File: config.mk
export PLATFORM = sky130hd
export DESIGN_NAME = mipbox_avg_unit
export DESIGN_NICKNAME = d
export VERILOG_FILES = /design/src/sv/mipbox_pkg.sv /design/src/sv/mipbox_avg_unit.sv
export SDC_FILE = /design/constraint.sdc
export NUM_CORES = 1
export LEC_CHECK = 0
export BUFFER_PORTS_ARGS = -buffer_cell sky130_fd_sc_hd__buf_2
export CORE_AREA = 3 3 69 71
export DETAILED_ROUTE_END_ITERATION = 7
export DIE_AREA = 0 0 72 74
export PLACE_DENSITY = 0.89
export SLEW_MARGIN = 30
export SYNTH_ARGS = -nofsm -noshare
export SYNTH_HDL_FRONTEND = slang
export SYNTH_SLANG_ARGS = --single-unit
File: constraint.sdc
create_clock -name vclk -period 4.5
set_input_delay 0.675 -clock vclk [all_inputs]
set_output_delay 0.675 -clock vclk [all_outputs]
set_load 0.005 [all_outputs]
File: src/sv/mipbox_pkg.sv
// Shared types and constants for the mipmap box downsampler.
`default_nettype none

package mipbox_pkg;

   localparam int PIX_W      = 8;
   localparam int NUM_COLORS = 3;
   localparam int RGB_W      = NUM_COLORS * PIX_W;
   localparam int SUM_W      = 10;
   localparam int LINE_W     = NUM_COLORS * SUM_W;
   localparam int LEVEL_W    = 4;
   localparam int CFG_W      = 4;
   localparam int CSR_IDX_W  = 1;
   localparam int REQ_DATA_W = 24;
   localparam int RSP_DATA_W = 32;

   localparam logic [CSR_IDX_W-1:0] REG_WIDTH_LOG2  = 1'd0;
   localparam logic [CSR_IDX_W-1:0] REG_HEIGHT_LOG2 = 1'd1;

   localparam logic [CFG_W-1:0] CFG_LOG2_RESET = 4'd10;

   typedef enum logic [1:0] {
      ST_IDLE,
      ST_LOAD,
      ST_EXEC,
      ST_FLUSH
   } seq_state_type;

endpackage

`default_nettype wire

File: src/sv/mipbox_avg_unit.sv
// Shared adder: horizontal pair sums and truncated 2x2 means for all colors.
`default_nettype none

module mipbox_avg_unit (
   input  wire logic [mipbox_pkg::RGB_W-1:0]  left_pix,
   input  wire logic [mipbox_pkg::RGB_W-1:0]  new_pix,
   input  wire logic [mipbox_pkg::LINE_W-1:0] line_sums,
   output logic      [mipbox_pkg::LINE_W-1:0] pair_sums,
   output logic      [mipbox_pkg::RGB_W-1:0]  averages
);

   import mipbox_pkg::*;

   always_comb begin
      logic [SUM_W-1:0] pair;
      logic [SUM_W:0]   quad;
      pair_sums = '0;
      averages  = '0;
      for (int c = 0; c < NUM_COLORS; c++) begin
         pair = SUM_W'(left_pix[c*PIX_W +: PIX_W]) + SUM_W'(new_pix[c*PIX_W +: PIX_W]);
         // Two 8-bit values never carry past bit 8.
         pair[SUM_W-1] = 1'b0;
         quad = (SUM_W+1)'(line_sums[c*SUM_W +: SUM_W]) + (SUM_W+1)'(pair);
         pair_sums[c*SUM_W +: SUM_W] = pair;
         averages[c*PIX_W +: PIX_W]  = PIX_W'(quad >> 2);
      end
   end

endmodule

`default_nettype wire

==> run summary <==
The flow ran to the end, and the final reports show no timing, DRC or antenna violations. The total die area came out at 0.00533 mm2. The cell area that synthesis handed to floorplanning was ~0.0018 mm2.

For this run the aggregate overflow at the end of global routing stands at 0. There are 0 flip-flops and latches. The die is 72 um wide.

The static leakage power came out at 1.35 nW. The number of warnings printed during yosys synthesis came out at 0. Of the total power, the share spent switching nets is 0.499.

The part of the total power dissipated in the clock network is 0. The via total after detailed routing is between 2000 and 2500. The total count of max-transition violations in the final report is 0. between 100 and 150 I/O pins were placed. The region available for standard cell placement spans 0.00429 mm2. The post-synthesis average cell area came out at just under 8 um2. The part of the Yosys area used for sequential elements came out at 0. The number of nets still failing antenna checks after routing came out at 0.

The floorplan row count came out at 24. In this run the tool buffered the top-level ports with between 100 and 150 buffer cells. The initial antenna violation count is 0. The peak supply drop is 0.000120 V. Derived from the worst setup path, the maximum achievable clock frequency is 230 MHz. The final count of negative-setup-slack endpoints is 0. Setup repair after global routing left no endpoint under its margin. From bottom edge to top edge, the die measures ~74 um. The number of antenna diodes came out at 0. The area occupied by multi-input gates is approximately 0.0018 mm2. The detailed-routing iteration count for the pre-antenna-repair pass is 4. The cell-internal power is 310 uW. The first routing iteration left 44 violations. For the worst setup path, the data required time is 3.83 ns. In this run the most critical hold path is launched from line_sums[19]. The tightest min-delay check is of the in -> out type. The total power of the final layout is between 600 and 700 uW. The routed length per instance is ~13 um.

The final routed wirelength across all metal layers came out at 5300 um. For hold timing, the worst endpoint is averages[15]. In the final layout, flip-flops and latches occupy 0 um2. The layout has 403 filler cells. The class of the most critical setup path is in -> out. The number of clock buffer instances in the layout is 0. The share of total power dissipated in combinational logic is 1.000. The sum of negative setup slack is 0 ns. The clock period minus final worst setup slack came out at 4.35 ns. The data arrival at the endpoint of the critical path came out at approximately 3.7 ns. The number of max-cap violations came out at 0. The congestion estimate from routability-driven global placement came to 0.791. The power density over the cells came out at about 250 mW/mm2.

In the finished design, the share of the clock period the worst path needs comes to 0.967. For this run, the total global-route usage over all layers was measured as 0.187. The worst setup path is launched from an input pin.

Compared with the post-synthesis result, the final layout area differs by 39.5%. The biggest fanout along the worst timing path came out at 4. The effective utilization at floorplan came out at 0.419. Entering global routing, the biggest net connects 7 pins. The net count of the finished layout is 492.

The nature of the critical path endpoint is a primary output. Yosys mapped the design onto 41 distinct sky130hd cell types. The number of global-route vias before repair came out at 2104. Of the total power, registers draw 0. Detailed placement ended at an HPWL of between 4000 and 5000 um. The number of endpoints with negative hold slack in the final report is 0. The reported net switching power came out at ~300 uW. For this design, the CTS-stage hold fixing added 0 buffers.

In this run the worst setup path begins at left_pix[0]. The first-pass GRT wire length is between 8000 and 9000 um. The share of post-route cells with drive strength above 1 is 0.388. After clock tree synthesis, the setup repair step added 0 buffers. The DRC violation count after routing is 0. The number of standard cells after synthesis came out at 232.

The detailed-route vias per instance came out at 5.29. Counting instances, the worst hold path has a depth of 3.
-- through the flow --
stage | hold WS, ns | instances | area (um2) | setup WS (ns) | util
5_1_grt | 1.61 | 413 | 2510 | 0.0125 | 0.585
3_3_place_gp | 1.60 | 413 | 2500 | 0.111 | 0.583
6_report | 1.61 | 413 | 2510 | 0.148 | 0.585
2_1_floorplan | 1.41 | 234 | 1810 | 0.290 | -
3_5_place_dp | 1.61 | 413 | 2500 | 0.0184 | 0.583
4_1_cts | 1.61 | 413 | 2500 | 0.0508 | 0.583
-- cell type report --
class / count / area share
multi-input cells: 222 / 0.701
repair buffers: 130 / 0.260
inverters: 9 / 0.0135
well taps: 52 / 0.0259
-- power groups by stage --
stage	sequential (mW)	combinational [mW]	clock [mW]
global placement	0	0.601	0
global route	0	0.696	0
CTS	0	0.622	0
floorplan	0	0.387	0
detailed placement	0	0.617	0
finish	0	0.619	0
-- cell families after synthesis --
family	count (synthesis)	synth area share
AO/OA/AOI/OAI	73	0.274
XOR/XNOR	31	0.151
adder cells (fa/ha/maj)	51	0.367
buffers and inverters	12	0.0313
other	1	0.00208
AND/OR/NAND/NOR	64	0.175
-- per-layer routing --
layer	share of wire	wire length, um	global-route usage	up-vias
met2	0.50	2660	0.373	81
met5	0	0	0	-
met4	0	0	0.00209	0
met3	0.088	466	0.0324	0
li1	-	-	-	1134
met1	0.41	2170	0.219	971
-- worst max path at each step --
| stage | endpoint | cells past startpoint |
|---|---|---|
| global placement | averages[7] | 15 |
| floorplan | averages[7] | 13 |
| finish | averages[7] | 15 |
| global route | averages[7] | 15 |
| detailed placement | averages[7] | 15 |
| CTS | averages[7] | 15 |
-- cells in the final DEF (no fill, tap or decap), drive strengths merged, types with 4 or more instances in the layout --
cell type / instances
a211oi: 5
a21boi: 6
a21o: 8
a21oi: 21
buf: 130
ha: 48
inv: 9
nand2: 5
nand3: 5
nand4: 5
nor2: 28
nor2b: 4
nor3: 5
o21a: 5
o21ai: 12
or3: 4
xnor2: 24
xor2: 7
-- cells in the mapped netlist (3+ instances only) --
master / n / share of area
sky130_fd_sc_hd__nand4_1: 5 / 0.017
sky130_fd_sc_hd__xnor2_1: 24 / 0.12
sky130_fd_sc_hd__nor3_1: 5 / 0.014
sky130_fd_sc_hd__a21oi_1: 21 / 0.058
sky130_fd_sc_hd__a21o_1: 8 / 0.033
sky130_fd_sc_hd__o31ai_1: 3 / 0.013
sky130_fd_sc_hd__fa_1: 3 / 0.033
sky130_fd_sc_hd__a211oi_1: 4 / 0.017
sky130_fd_sc_hd__nand2_1: 5 / 0.010
sky130_fd_sc_hd__ha_1: 48 / 0.33
sky130_fd_sc_hd__nand3_1: 5 / 0.014
sky130_fd_sc_hd__or3_1: 4 / 0.014
sky130_fd_sc_hd__xor2_1: 7 / 0.034
sky130_fd_sc_hd__o21ai_0: 9 / 0.025
sky130_fd_sc_hd__o21a_1: 5 / 0.021
sky130_fd_sc_hd__nor2b_1: 4 / 0.014
sky130_fd_sc_hd__o22ai_1: 3 / 0.010
sky130_fd_sc_hd__nor2_1: 28 / 0.058
sky130_fd_sc_hd__a21boi_0: 5 / 0.021
sky130_fd_sc_hd__inv_1: 9 / 0.019
sky130_fd_sc_hd__buf_4: 3 / 0.013
sky130_fd_sc_hd__a31oi_1: 3 / 0.010
-- repair_timing --
| item | 4_1_cts | 5_1_grt |
|---|---|---|
| resized for setup | 1 | 2 |
| cloned | 0 | 0 |
| endpoints found under the setup margin | 1 | 1 |
-- worst max-delay path: stages --
cell and delay (ns):
sky130_fd_sc_hd__buf_2 0.10, sky130_fd_sc_hd__ha_1 0.21, sky130_fd_sc_hd__fa_1 0.41, sky130_fd_sc_hd__a21o_1 0.18, sky130_fd_sc_hd__a21oi_2 0.17, sky130_fd_sc_hd__nor2b_1 0.08, sky130_fd_sc_hd__o31ai_1 0.25, sky130_fd_sc_hd__a21boi_2 0.23
sky130_fd_sc_hd__ha_1 0.26, sky130_fd_sc_hd__and4_4 0.18, sky130_fd_sc_hd__a211oi_2 0.20, sky130_fd_sc_hd__o21ai_2 0.11, sky130_fd_sc_hd__or4_1 0.42, sky130_fd_sc_hd__nand3_1 0.09, sky130_fd_sc_hd__buf_2 0.11
Note: power is estimated with default switching activity, not from simulation.
